## src/rtl/hti_pkg.sv

```systemverilog
// ----------------------------------------------------------------------------
// Humidity table interpolator package
// Field widths, the calibration table and the types passed between the front
// end, the request queue and the divider back end.
// ----------------------------------------------------------------------------
`default_nettype none

package hti_pkg;

    // Payload widths.
    localparam int ADC_W       = 10;
    localparam int TEMP_W      = 11;
    localparam int HUM_W       = 15;
    localparam int IN_TDATA_W  = 24;
    localparam int OUT_TDATA_W = 16;

    // Calibration table geometry.
    localparam int ROWS  = 12;
    localparam int COLS  = 15;
    localparam int ROW_W = 4;
    localparam int COL_W = 4;

    // Row selection: the first row starts at 7.5 C, each later row 5 C on.
    localparam int ROW_T0   = 75;
    localparam int ROW_STEP = 50;

    // Humidity of the low end of column zero and the step per column, Q8.
    localparam int HUM_BASE     = 6400;
    localparam int HUM_COL_STEP = 1280;
    localparam int BASE_W       = 17;

    // Divider sizing: numerator is 1280 * (reading - entry), quotient bits.
    localparam int NUM_W = 21;
    localparam int QUO_W = 12;

    // Request queue between front and back.
    localparam int FIFO_DEPTH = 4;
    localparam int FIFO_AW    = 2;

    // Sensor readings per row, 20 %RH to 90 %RH in 5 %RH steps, 5 C to 60 C.
    localparam logic [ADC_W-1:0] HUM_TABLE [ROWS][COLS] = '{
        '{10'd0,    10'd1008, 10'd993, 10'd956, 10'd890, 10'd783, 10'd644, 10'd480,
          10'd339,  10'd223,  10'd138, 10'd83,  10'd48,  10'd27,  10'd15},
        '{10'd1013, 10'd1003, 10'd981, 10'd932, 10'd845, 10'd720, 10'd577, 10'd414,
          10'd286,  10'd183,  10'd117, 10'd71,  10'd43,  10'd25,  10'd15},
        '{10'd1010, 10'd995,  10'd964, 10'd902, 10'd798, 10'd654, 10'd499, 10'd361,
          10'd244,  10'd159,  10'd100, 10'd62,  10'd39,  10'd24,  10'd14},
        '{10'd1005, 10'd986,  10'd946, 10'd867, 10'd748, 10'd590, 10'd438, 10'd310,
          10'd206,  10'd133,  10'd89,  10'd55,  10'd35,  10'd22,  10'd14},
        '{10'd1000, 10'd975,  10'd926, 10'd829, 10'd694, 10'd533, 10'd380, 10'd256,
          10'd178,  10'd117,  10'd76,  10'd50,  10'd32,  10'd20,  10'd14},
        '{10'd993,  10'd962,  10'd902, 10'd787, 10'd634, 10'd460, 10'd343, 10'd232,
          10'd154,  10'd100,  10'd66,  10'd45,  10'd30,  10'd20,  10'd13},
        '{10'd987,  10'd946,  10'd875, 10'd743, 10'd577, 10'd414, 10'd300, 10'd201,
          10'd133,  10'd89,   10'd60,  10'd41,  10'd28,  10'd19,  10'd12},
        '{10'd979,  10'd932,  10'd848, 10'd701, 10'd533, 10'd378, 10'd264, 10'd173,
          10'd117,  10'd77,   10'd54,  10'd38,  10'd26,  10'd18,  10'd12},
        '{10'd972,  10'd919,  10'd822, 10'd662, 10'd480, 10'd339, 10'd236, 10'd154,
          10'd106,  10'd71,   10'd50,  10'd35,  10'd24,  10'd17,  10'd12},
        '{10'd966,  10'd902,  10'd794, 10'd624, 10'd438, 10'd307, 10'd210, 10'd138,
          10'd95,   10'd65,   10'd46,  10'd33,  10'd23,  10'd16,  10'd12},
        '{10'd959,  10'd892,  10'd771, 10'd590, 10'd414, 10'd279, 10'd192, 10'd128,
          10'd89,   10'd60,   10'd43,  10'd31,  10'd22,  10'd16,  10'd12},
        '{10'd956,  10'd882,  10'd753, 10'd563, 10'd391, 10'd260, 10'd173, 10'd117,
          10'd83,   10'd57,   10'd41,  10'd30,  10'd22,  10'd16,  10'd11}
    };

    // Classified request handed from the front end to the divider.
    typedef struct packed {
        logic [NUM_W-1:0] num;   // 1280 * (reading - lower entry)
        logic [ADC_W-1:0] dmag;  // magnitude of the entry difference
        logic             dneg;  // entry difference is negative
        logic [COL_W-1:0] col;   // matching column
        logic             oor;   // no column matched
    } cls_t;

    // One stage of the restoring divider.
    typedef struct packed {
        logic [NUM_W-1:0] rem;
        logic [QUO_W-1:0] quo;
        logic [ADC_W-1:0] dmag;
        logic             dneg;
        logic [COL_W-1:0] col;
        logic             oor;
    } div_stage_t;

endpackage

`default_nettype wire

```

## src/rtl/hti_front.sv

```systemverilog
// ----------------------------------------------------------------------------
// Humidity table interpolator front end
// Accepts readings, picks the temperature row, finds the matching column and
// forms the numerator and divisor for the back end.
// ----------------------------------------------------------------------------
`default_nettype none

module hti_front (
    input  wire                          clk,
    input  wire                          rst_n,
    input  wire                          in_valid,
    output logic                         in_ready,
    input  wire  [hti_pkg::ADC_W-1:0]    adc,
    input  wire  [hti_pkg::TEMP_W-1:0]   temp,
    output logic                         q_valid,
    input  wire                          q_ready,
    output hti_pkg::cls_t                q_data
);

    logic                        a_valid_reg;
    logic                        a_valid_next;
    logic [hti_pkg::ADC_W-1:0]   a_adc_reg;
    logic [hti_pkg::ROW_W-1:0]   a_row_reg;
    logic [hti_pkg::ROW_W-1:0]   row_sel;

    logic [hti_pkg::ADC_W-1:0]   xrow [hti_pkg::COLS];
    logic [hti_pkg::COLS-2:0]    match;
    logic [hti_pkg::COL_W-1:0]   col;
    logic [hti_pkg::ADC_W-1:0]   xlo;
    logic [hti_pkg::ADC_W-1:0]   xhi;
    logic [hti_pkg::ADC_W-1:0]   diff;

    // The request stage advances when empty or when the queue takes its item.
    assign in_ready = !a_valid_reg || q_ready;

    always_comb
    begin
        a_valid_next = a_valid_reg;
        if (in_ready)
        begin
            a_valid_next = in_valid;
        end
    end

    // Row index: count of row thresholds that the temperature reaches.
    always_comb
    begin
        row_sel = '0;
        for (int k = 0; k < hti_pkg::ROWS - 1; k++)
        begin
            if ($signed(temp) >= $signed(hti_pkg::TEMP_W'(hti_pkg::ROW_T0
                                                          + hti_pkg::ROW_STEP * k)))
            begin
                row_sel = row_sel + 1'b1;
            end
        end
    end

    always_ff @(posedge clk or negedge rst_n)
    begin
        if (!rst_n)
        begin
            a_valid_reg <= 1'b0;
        end
        else
        begin
            a_valid_reg <= a_valid_next;
        end
    end

    always_ff @(posedge clk)
    begin
        if (in_valid && in_ready)
        begin
            a_adc_reg <= adc;
            a_row_reg <= row_sel;
        end
    end

    // Column search: the lowest column whose next entry is not above the reading.
    always_comb
    begin
        xrow = hti_pkg::HUM_TABLE[a_row_reg];
        for (int c = 0; c < hti_pkg::COLS - 1; c++)
        begin
            match[c] = a_adc_reg >= xrow[c + 1];
        end
        col = '0;
        for (int c = hti_pkg::COLS - 2; c >= 0; c--)
        begin
            if (match[c])
            begin
                col = hti_pkg::COL_W'(c);
            end
        end
    end

    // Numerator and signed divisor of the interpolation.
    always_comb
    begin
        xhi  = xrow[col];
        xlo  = xrow[hti_pkg::COL_W'(col + 1'b1)];
        diff = a_adc_reg - xlo;

        q_data.col  = col;
        q_data.oor  = ~|match;
        q_data.dneg = xhi < xlo;
        q_data.dmag = (xhi < xlo) ? (xlo - xhi) : (xhi - xlo);
        q_data.num  = hti_pkg::NUM_W'({diff, 10'b0}) + hti_pkg::NUM_W'({diff, 8'b0});
        if (~|match)
        begin
            q_data.num = '0;
        end
    end

    assign q_valid = a_valid_reg;

endmodule

`default_nettype wire

```

## src/rtl/hti_fifo.sv

```systemverilog
// ----------------------------------------------------------------------------
// Humidity table interpolator request queue
// Short register queue that lets the front end and the divider stall apart.
// ----------------------------------------------------------------------------
`default_nettype none

module hti_fifo (
    input  wire                  clk,
    input  wire                  rst_n,
    input  wire                  wr_valid,
    output logic                 wr_ready,
    input  wire hti_pkg::cls_t   wr_data,
    output logic                 rd_valid,
    input  wire                  rd_ready,
    output hti_pkg::cls_t        rd_data
);

    hti_pkg::cls_t                   mem_reg [hti_pkg::FIFO_DEPTH];
    logic [hti_pkg::FIFO_AW-1:0]     wr_ptr_reg;
    logic [hti_pkg::FIFO_AW-1:0]     wr_ptr_next;
    logic [hti_pkg::FIFO_AW-1:0]     rd_ptr_reg;
    logic [hti_pkg::FIFO_AW-1:0]     rd_ptr_next;
    logic [hti_pkg::FIFO_AW:0]       count_reg;
    logic [hti_pkg::FIFO_AW:0]       count_next;
    logic                            push;
    logic                            pop;

    assign wr_ready = count_reg != (hti_pkg::FIFO_AW + 1)'(hti_pkg::FIFO_DEPTH);
    assign rd_valid = count_reg != '0;
    assign rd_data  = mem_reg[rd_ptr_reg];
    assign push     = wr_valid && wr_ready;
    assign pop      = rd_valid && rd_ready;

    // Pointer and occupancy update.
    always_comb
    begin
        wr_ptr_next = push ? wr_ptr_reg + 1'b1 : wr_ptr_reg;
        rd_ptr_next = pop ? rd_ptr_reg + 1'b1 : rd_ptr_reg;
        count_next  = count_reg;
        if (push && !pop)
        begin
            count_next = count_reg + 1'b1;
        end
        else if (pop && !push)
        begin
            count_next = count_reg - 1'b1;
        end
    end

    always_ff @(posedge clk or negedge rst_n)
    begin
        if (!rst_n)
        begin
            wr_ptr_reg <= '0;
            rd_ptr_reg <= '0;
            count_reg  <= '0;
        end
        else
        begin
            wr_ptr_reg <= wr_ptr_next;
            rd_ptr_reg <= rd_ptr_next;
            count_reg  <= count_next;
        end
    end

    always_ff @(posedge clk)
    begin
        if (push)
        begin
            mem_reg[wr_ptr_reg] <= wr_data;
        end
    end

endmodule

`default_nettype wire

```

## src/rtl/hti_back.sv

```systemverilog
// ----------------------------------------------------------------------------
// Humidity table interpolator back end
// Pipelined restoring divider, one quotient bit per stage, followed by the
// humidity offset and the output register.
// ----------------------------------------------------------------------------
`default_nettype none

module hti_back (
    input  wire                        clk,
    input  wire                        rst_n,
    input  wire                        q_valid,
    output logic                       q_ready,
    input  wire hti_pkg::cls_t         q_data,
    output logic                       out_valid,
    input  wire                        out_ready,
    output logic [hti_pkg::HUM_W-1:0]  humidity,
    output logic                       oor
);

    localparam int N = hti_pkg::QUO_W;

    logic                           adv;
    logic [N:0]                     valid_reg;
    logic [N:0]                     valid_next;
    hti_pkg::div_stage_t            stage_reg  [N+1];
    hti_pkg::div_stage_t            stage_next [N];
    logic                           out_valid_reg;
    logic                           out_valid_next;
    logic [hti_pkg::HUM_W-1:0]      hum_reg;
    logic                           oor_reg;
    logic [hti_pkg::BASE_W-1:0]     base;
    logic signed [hti_pkg::BASE_W:0] hum_full;
    logic [hti_pkg::HUM_W-1:0]      hum_final;

    // The whole pipeline moves unless a finished result is waiting.
    assign adv     = !out_valid_reg || out_ready;
    assign q_ready = adv;

    always_comb
    begin
        valid_next     = adv ? {valid_reg[N-1:0], q_valid} : valid_reg;
        out_valid_next = adv ? valid_reg[N] : out_valid_reg;
    end

    // One quotient bit per stage, most significant first.
    for (genvar g = 0; g < N; g++)
    begin : g_div
        localparam int B = N - 1 - g;
        logic [hti_pkg::NUM_W-1:0] trial;

        always_comb
        begin
            trial         = {{(hti_pkg::NUM_W - hti_pkg::ADC_W){1'b0}}, stage_reg[g].dmag} << B;
            stage_next[g] = stage_reg[g];
            if (stage_reg[g].rem >= trial)
            begin
                stage_next[g].rem    = stage_reg[g].rem - trial;
                stage_next[g].quo[B] = 1'b1;
            end
        end
    end

    // Humidity = column base - signed quotient, floored at 0; 0 if oor.
    always_comb
    begin
        base = hti_pkg::BASE_W'(hti_pkg::HUM_BASE)
             + hti_pkg::BASE_W'({stage_reg[N].col, 10'b0})
             + hti_pkg::BASE_W'({stage_reg[N].col, 8'b0});
        if (stage_reg[N].dneg)
        begin
            hum_full = $signed({1'b0, base}) + $signed({6'b0, stage_reg[N].quo});
        end
        else
        begin
            hum_full = $signed({1'b0, base}) - $signed({6'b0, stage_reg[N].quo});
        end
        if (stage_reg[N].oor || hum_full[hti_pkg::BASE_W])
        begin
            hum_final = '0;
        end
        else
        begin
            hum_final = hum_full[hti_pkg::HUM_W-1:0];
        end
    end

    always_ff @(posedge clk or negedge rst_n)
    begin
        if (!rst_n)
        begin
            valid_reg     <= '0;
            out_valid_reg <= 1'b0;
        end
        else
        begin
            valid_reg     <= valid_next;
            out_valid_reg <= out_valid_next;
        end
    end

    // Stage payloads and the result register.
    always_ff @(posedge clk)
    begin
        if (adv)
        begin
            stage_reg[0].rem  <= q_data.num;
            stage_reg[0].quo  <= '0;
            stage_reg[0].dmag <= q_data.dmag;
            stage_reg[0].dneg <= q_data.dneg;
            stage_reg[0].col  <= q_data.col;
            stage_reg[0].oor  <= q_data.oor;
            for (int i = 0; i < N; i++)
            begin
                stage_reg[i+1] <= stage_next[i];
            end
            hum_reg <= hum_final;
            oor_reg <= stage_reg[N].oor;
        end
    end

    assign out_valid = out_valid_reg;
    assign humidity  = hum_reg;
    assign oor       = oor_reg;

endmodule

`default_nettype wire

```

## src/rtl/humidity_table_interpolator.sv

```systemverilog
// Path: a request passes the front stage, the queue, 12 pipelined divider
// stages of one quotient bit each and the output register.
// Throughput: one request per cycle while the output is not stalled.
// Reset: rst_n clears all valid bits and queue pointers at once; no table
// or memory clearing is needed.
// ----------------------------------------------------------------------------
// Humidity table interpolator
// Converts a resistive humidity reading and a temperature into relative
// humidity by linear interpolation in a temperature-selected calibration row.
// ----------------------------------------------------------------------------
`default_nettype none

module humidity_table_interpolator (
    input  wire                               clk,
    input  wire                               rst_n,
    input  wire                               s_axis_tvalid,
    output logic                              s_axis_tready,
    // [9:0] adc_reading, [20:10] temperature_tenths, [23:21] zero
    input  wire  [hti_pkg::IN_TDATA_W-1:0]    s_axis_tdata,
    output logic                              m_axis_tvalid,
    input  wire                               m_axis_tready,
    // [14:0] humidity_q8, [15] zero
    output logic [hti_pkg::OUT_TDATA_W-1:0]   m_axis_tdata,
    // [0] out_of_range
    output logic [0:0]                        m_axis_tuser
);

    logic                          q_in_valid;
    logic                          q_in_ready;
    hti_pkg::cls_t                 q_in_data;
    logic                          q_out_valid;
    logic                          q_out_ready;
    hti_pkg::cls_t                 q_out_data;
    logic [hti_pkg::HUM_W-1:0]     humidity;
    logic                          oor;

    // Front end: row and column classification.
    hti_front u_front (
        .clk      (clk),
        .rst_n    (rst_n),
        .in_valid (s_axis_tvalid),
        .in_ready (s_axis_tready),
        .adc      (s_axis_tdata[hti_pkg::ADC_W-1:0]),
        .temp     (s_axis_tdata[hti_pkg::ADC_W+hti_pkg::TEMP_W-1:hti_pkg::ADC_W]),
        .q_valid  (q_in_valid),
        .q_ready  (q_in_ready),
        .q_data   (q_in_data)
    );

    // Request queue between the two halves.
    hti_fifo u_fifo (
        .clk      (clk),
        .rst_n    (rst_n),
        .wr_valid (q_in_valid),
        .wr_ready (q_in_ready),
        .wr_data  (q_in_data),
        .rd_valid (q_out_valid),
        .rd_ready (q_out_ready),
        .rd_data  (q_out_data)
    );

    // Back end: divider and output register.
    hti_back u_back (
        .clk       (clk),
        .rst_n     (rst_n),
        .q_valid   (q_out_valid),
        .q_ready   (q_out_ready),
        .q_data    (q_out_data),
        .out_valid (m_axis_tvalid),
        .out_ready (m_axis_tready),
        .humidity  (humidity),
        .oor       (oor)
    );

    assign m_axis_tdata = {{(hti_pkg::OUT_TDATA_W - hti_pkg::HUM_W){1'b0}}, humidity};
    assign m_axis_tuser = oor;

endmodule

`default_nettype wire

```

## config.mk

```make
export PLATFORM = sky130hd
export DESIGN_NAME = humidity_table_interpolator
export DESIGN_NICKNAME = d
export VERILOG_FILES = /design/src/rtl/hti_pkg.sv /design/src/rtl/hti_front.sv /design/src/rtl/hti_fifo.sv /design/src/rtl/hti_back.sv /design/src/rtl/humidity_table_interpolator.sv
export SDC_FILE = /design/constraint.sdc
export NUM_CORES = 1
export LEC_CHECK = 0
export ABC_CLOCK_PERIOD_IN_PS = 15700
export BUFFER_PORTS_ARGS = -buffer_cell sky130_fd_sc_hd__buf_2
export CORE_MARGIN = 4
export CORE_UTILIZATION = 56
export DETAILED_ROUTE_END_ITERATION = 10
export HOLD_SLACK_MARGIN = 0.1
export PLACE_DENSITY = 0.72
export SYNTH_ARGS = -nofsm -noshare
export SYNTH_HDL_FRONTEND = slang
export SYNTH_SLANG_ARGS = --single-unit
```

## constraint.sdc

```tcl
create_clock -name clk -period 15.7 [get_ports clk]
set_input_delay 3.14 -clock clk [delete_from_list [all_inputs] [get_ports clk]]
set_output_delay 3.14 -clock clk [all_outputs]
set_load 0.005 [all_outputs]
```

# After elaboration in Yosys (flattened, before gate mapping)
# Memories as Yosys holds them, arrays and structs flattened.
# Index checks and enable logic that the tools add are counted.
[totals]
memories = 3
latch_bits = 0
romBits = 2400
ram_bits = 785
out_inout_bits = 19
word_cells = 174
reg_bits = 52
inputBits = 28
[memory_table]
columns = ["name", "words", "word_bits", "rd", "rd_clocked_by_memory_dff", "write_ports", "line", "rtl"]
rows = [
  ["(no name shown)", 16, 150, 1, 0, 0, "hti_front.sv:83", "xrow = hti_pkg::HUM_TABLE[a_row_reg];"],
  ["u_back.stage_reg", 13, 49, 13, 0, 13, "hti_back.sv:25", "hti_pkg::div_stage_t stage_reg [N+1];"],
  ["u_fifo.mem_reg", 4, 37, 1, 0, 1, "hti_fifo.sv:18", "hti_pkg::cls_t mem_reg [hti_pkg::FIFO_DEPTH];"],
]
[classes]
n_lt_le_gt_ge = 41
addsub = 35
mul = 0
shift = 0
bitwise = 3
div = 0
muxes = 65
n_eq_ne = 1
reduce_logical = 16
[op_table]
columns = ["operator", "count"]
rows = [
  ["2-to-1 mux 150 bit", 2],
  ["2-to-1 mux 21 bit", 12],
  [">= comparator 10 bit", 14],
  ["2-to-1 mux 4 bit", 24],
  ["binary-select mux 10 bit (select 4 bit)", 2],
  [">= comparator 11 x 10 -> 1 bit, second input constant", 5],
  ["2-to-1 mux 10 bit", 5],
  ["adder 4 x 1 -> 4 bit, second input constant", 10],
  ["subtractor 10 bit", 3],
  [">= comparator 11 bit, second input constant", 2],
  [">= comparator 11 x 8 -> 1 bit, second input constant", 2],
  [">= comparator 11 x 9 -> 1 bit, second input constant", 2],
  ["2-to-1 mux 22 bit", 1],
  ["adder 20 x 18 -> 21 bit", 1],
  [">= comparator 21 x 10 -> 1 bit", 1],
  [">= comparator 21 x 11 -> 1 bit", 1],
  [">= comparator 21 x 12 -> 1 bit", 1],
  [">= comparator 21 x 13 -> 1 bit", 1],
  [">= comparator 21 x 14 -> 1 bit", 1],
  [">= comparator 21 x 15 -> 1 bit", 1],
  [">= comparator 21 x 16 -> 1 bit", 1],
  [">= comparator 21 x 17 -> 1 bit", 1],
  [">= comparator 21 x 18 -> 1 bit", 1],
  [">= comparator 21 x 19 -> 1 bit", 1],
  ["35 further kinds", 66],
]

# Depth between registers and ports, before layout
[depth]
ltp_word = 27
ltp_mapped = 45
mapped_depth_nobuf = 39

# Modules after synthesis
# From an unflattened synthesis, not the netlist that was laid out.
[unflattened]
hier_cells = 3439
hier_area_um2 = 40632.7
[by_module_without_submodules]
columns = ["mod", "area_each_um2", "cells_each", "instances", "seq_area_each_um2"]
rows = [
  ["hti_back", 25585.8, 1914, 1, 16686.0],
  ["hti_front", 9295.2, 1295, 1, 445.4],
  ["hti_fifo", 5740.5, 228, 1, 4619.4],
  ["humidity_table_interpolator", 11.3, 2, 1, 0.0],
]

# Worst setup path after synthesis
# Ideal clock, no wire load.
[synth_path]
path_type = "input port to flip-flop"
startpoint = "in m_axis_tready"
endpoint = "reg u_back.valid_reg[10]"
arrival_time_ns = 18.284
required_time_ns = 15.563
setup_time_ns = 0.137
cell_stages = 4
slack_ns = -2.722
path_buffers = 2
cell_sequence = "nand2b_1 -> clkbuf_1 -> buf_1 -> mux2_2"
[synth_between]
elab_chain_len = 1
[synth_lines]
columns = ["element", "line", "rtl"]
rows = [
  ["start: declaration", "humidity_table_interpolator.sv:21", "input wire m_axis_tready,"],
  ["logical OR 1 bit", "hti_back.sv:36", "assign adv = !out_valid_reg || out_ready;"],
  ["end signal: assignment", "hti_back.sv:96", "valid_reg <= valid_next;"],
  ["end: declaration", "hti_back.sv:23", "logic [N:0] valid_reg;"],
]
# No other way between the ends.
# A chain may end at the register's enable or synchronous reset.

==> results.yml <==
logic_synthesis:
  ys_top_cells_by_area: "sky130_fd_sc_hd__edfxtp_1 (50%), sky130_fd_sc_hd__ha_1 (11%), sky130_fd_sc_hd__inv_1 (3.0%)"
  post_synth_instance_area_mm2: 0.0364
  synth_flop_cell: "sky130_fd_sc_hd__edfxtp_1"
  mappedNetlistNets: 3575
  syn-instance-count: 3224
  synth_top_cell_area_share: 0.500
  yosys_warnings: 0
  synth_cell_types: 87
  synth_seq_cells: 628
  post_synth.cell_area_avg_um2: 11.3
  synth-seq-area-share: 0.515
  synth_async_sr_flop_share: 0.0350
  leading_area_contributor_after_synthesis: "sky130_fd_sc_hd__edfxtp_1"
  number_of_enable_type_register_cells_in_the_synthesized_netlist: 606
setup_path:
  cpPeakStageDelay_ps: 910
  reg2reg_from: "u_front.a_row_reg[1]"
  critical_path.endpoint_type: "flip-flop"
  crit_family: "compound AO/OA/AOI/OAI gates"
  worstRegToRegCells: 39
  critical_path.slowest_cell: "sky130_fd_sc_hd__o311ai_0"
  critical_path.endpoint: "u_fifo.mem_reg[0][36]"
  critPathLaunchType: "flip-flop"
  worst-endpoint-required_ps: 16000
  setup.reg_to_reg.worst_slack_ps: 4050
  worst_r2r_endpoint: "u_fifo.mem_reg[0][36]"
  setup.worst_path.start: "u_front.a_row_reg[1]"
  critical_path.n_buffers_inverters: 6
  arrival_ps: 11950
  path_max_fanout: 42
  path_depth: 39
  timing_worst_setup_path_type: "reg2reg"
  critical-path-top-cell-by-count: "sky130_fd_sc_hd__nand2_1"
global_route:
  grt_max_degree: 182
  via_count_of_the_first_global_routing_pass: 25200
  number_of_antenna_violations_at_the_first_check_in_global_routing: 0
  grt_pass1_wl_um: 137000
  grt_use_total: 0.249
  globalRoute.totalOverflow: 0
floorplanning:
  initial_core_util: 0.565
  ioPinCount: 47
  die_area_mm2: 0.0691
  die_w_um: 263
  die_h_um: 263
  core-area_mm2: 0.0643
  core.rowCount: 93
hold_path:
  worst_hold_path_type: "reg2reg"
placed_design:
  dpl-instance-area_mm2: 0.0375
  weighted_congestion_at_the_end_of_routability_driven_global_placement: 0.934
  io_buffers: 42
  dp_hpwl_um: 63100
  placement.setup.worst_slack_ps: 4320
routing:
  drc_errors: 0
  viasPerCell: 6.06
  drt.antenna.violating_nets: 0
  drt_pass1_iterations: 6
  detail_route.iter0.violations: 2362
  routed_wl_um: 87600
  vias: 25300
  avgRoutedWirePerCell_um: 21.0
timing:
  tightestPinTransition_ps: 1210
  achievable-frequency_mhz: 85.8
  maxSlewHeadroom: 0.189
  skew_ps: 28.7
  slew_violations: 0
  fin_tns_setup_ps: 0
  rsz0062_at_grt: "no"
  timing.final.setup_violations: 0
  finalWorstPathRequiredPeriod_ps: 11650
  timing.final.crit_share: 0.742
  final-hold-violation-count: 0
  final_critical_path_setup_slack_ps: 4050
clock_tree:
  clk_path_buf_depth: 3
  htree_levels: 3
  tritoncts.num_buffers: 68
  cts_post_setup_buffers_inserted: 0
  clk_latency_ps: 600
  cts_root_buffer: "sky130_fd_sc_hd__clkbuf_16"
  cts_tree: "built"
  cts.sink_count: 628
  cts.reportedPaths.clkPinSlew_ps: 60
  cts-hold-fix-buffers: 0
  cts-resized-gates: 0
finish:
  layout.filler_cells: 4957
  flow.area_growth_from_synthesis_pct: 9.19
  largest_reg_flops: 460
  drive_gt1_frac: 0.0869
  antenna_cells_inserted: 0
  design_area_mm2: 0.0397
  nNetsFinal: 3615
  finish.utilization: 0.617
job:
  max-cap-violations: 0
status:
  run_status: "complete, no violations"
-- cell usage after synthesis (9+ instances only) --
cell and n:
sky130_fd_sc_hd__o21bai_1 21, sky130_fd_sc_hd__mux4_2 43, sky130_fd_sc_hd__a21oi_1 192, sky130_fd_sc_hd__edfxtp_1 606
sky130_fd_sc_hd__ha_1 306, sky130_fd_sc_hd__o21a_1 17, sky130_fd_sc_hd__and2_1 15, sky130_fd_sc_hd__o31ai_1 49
sky130_fd_sc_hd__a31oi_1 15, sky130_fd_sc_hd__nand3_1 35, sky130_fd_sc_hd__nand2b_1 42, sky130_fd_sc_hd__or2_2 9
sky130_fd_sc_hd__xnor2_1 87, sky130_fd_sc_hd__a21o_1 49, sky130_fd_sc_hd__nor2_1 245, sky130_fd_sc_hd__xor2_1 66
sky130_fd_sc_hd__nor3_1 68, sky130_fd_sc_hd__nand2_1 259, sky130_fd_sc_hd__or3_1 22, sky130_fd_sc_hd__a211oi_1 33
sky130_fd_sc_hd__mux2i_1 58, sky130_fd_sc_hd__inv_1 290, sky130_fd_sc_hd__clkbuf_1 71, sky130_fd_sc_hd__nor2b_1 51
sky130_fd_sc_hd__and3_1 19, sky130_fd_sc_hd__o211ai_1 17, sky130_fd_sc_hd__dfrtp_1 22, sky130_fd_sc_hd__o21ai_0 211
sky130_fd_sc_hd__a21boi_0 24, sky130_fd_sc_hd__buf_1 12, sky130_fd_sc_hd__fa_1 17, sky130_fd_sc_hd__nor4_1 26
sky130_fd_sc_hd__mux2_2 33, sky130_fd_sc_hd__nand4_1 27, sky130_fd_sc_hd__buf_2 18
-- metrics by stage --
step	hold WS, ps	cells
after detailed placement	405	4049
after global routing	411	4169
after global placement	401	4049
final	406	4169
after floorplan	400	3224
after CTS	401	4169
-- metal layers --
layer / vias to the layer above / share of wire / global-route usage
met3: 210 / 0.060 / 0.0368
met2: 868 / 0.48 / 0.421
met4: 0 / 0.042 / 0.0990
li1: 11900 / - / -
met5: - / 0 / 0
met1: 12300 / 0.42 / 0.325
-- area by class of cell --
class,instances,area (um^2),share of cell area
Multi-Input combinational cell,2192,16100,0.405
Clock inverter,31,347,0.00873
Clock buffer,89,1850,0.0467
Sequential cell,628,18700,0.472
Inverter,296,1120,0.0281
Timing Repair Buffer,78,493,0.0124
Tap cell,855,1070,0.0269
-- placed cells by master, fill, tap and decap left out, types with 35 or more instances in the layout --
cell type                   netlist  layout
sky130_fd_sc_hd__nor2b_1         51      51
sky130_fd_sc_hd__nor3_1          68      67
sky130_fd_sc_hd__o21ai_0        211     211
sky130_fd_sc_hd__nor2_1         245     245
sky130_fd_sc_hd__clkbuf_16        0      70
sky130_fd_sc_hd__inv_1          290     290
sky130_fd_sc_hd__xor2_1          66      66
sky130_fd_sc_hd__a21oi_1        192     192
sky130_fd_sc_hd__mux4_2          43      43
sky130_fd_sc_hd__nand2_1        259     259
sky130_fd_sc_hd__nand2b_1        42      41
sky130_fd_sc_hd__buf_4            1      35
sky130_fd_sc_hd__a21o_1          49      49
sky130_fd_sc_hd__xnor2_1         87      87
sky130_fd_sc_hd__o31ai_1         49      48
sky130_fd_sc_hd__nand3_1         35      35
sky130_fd_sc_hd__edfxtp_1       606     606
sky130_fd_sc_hd__ha_1           306     306
sky130_fd_sc_hd__buf_2           18      42
sky130_fd_sc_hd__mux2i_1         58      58
-- cells by family (layout without fill, tap and decap cells) --
| family | after synthesis | in the layout | share of synthesized area |
|---|---|---|---|
| and+or+nand+nor | 855 | 855 | 0.111 |
| DFF | 628 | 628 | 0.515 |
| AOI/OAI and AO/OA | 723 | 723 | 0.125 |
| muxes | 134 | 134 | 0.0528 |
| xor gates and xnor gates | 156 | 156 | 0.0382 |
| buffers and inverters | 404 | 494 | 0.0433 |
| adders and majority gates | 323 | 323 | 0.115 |
| other | 1 | 1 | 0.000103 |
-- worst min-delay path by stage --
stage | start | cells past startpoint | slack, ps | end
4_1_cts | u_back.stage_reg[0][297] | 0 | 400 | u_back.stage_reg[0][346]
3_5_place_dp | u_back.stage_reg[0][51] | 0 | 400 | u_back.stage_reg[0][100]
6_report | u_back.stage_reg[0][297] | 0 | 410 | u_back.stage_reg[0][346]
5_1_grt | u_back.stage_reg[0][297] | 0 | 410 | u_back.stage_reg[0][346]
3_3_place_gp | u_back.stage_reg[0][49] | 0 | 400 | u_back.stage_reg[0][98]
2_1_floorplan | u_back.stage_reg[0][51] | 0 | 400 | u_back.stage_reg[0][100]
Power is left out: the tool's default activity adds up to more than one toggle a clock period on the data nets, which glitch-free logic cannot reach.
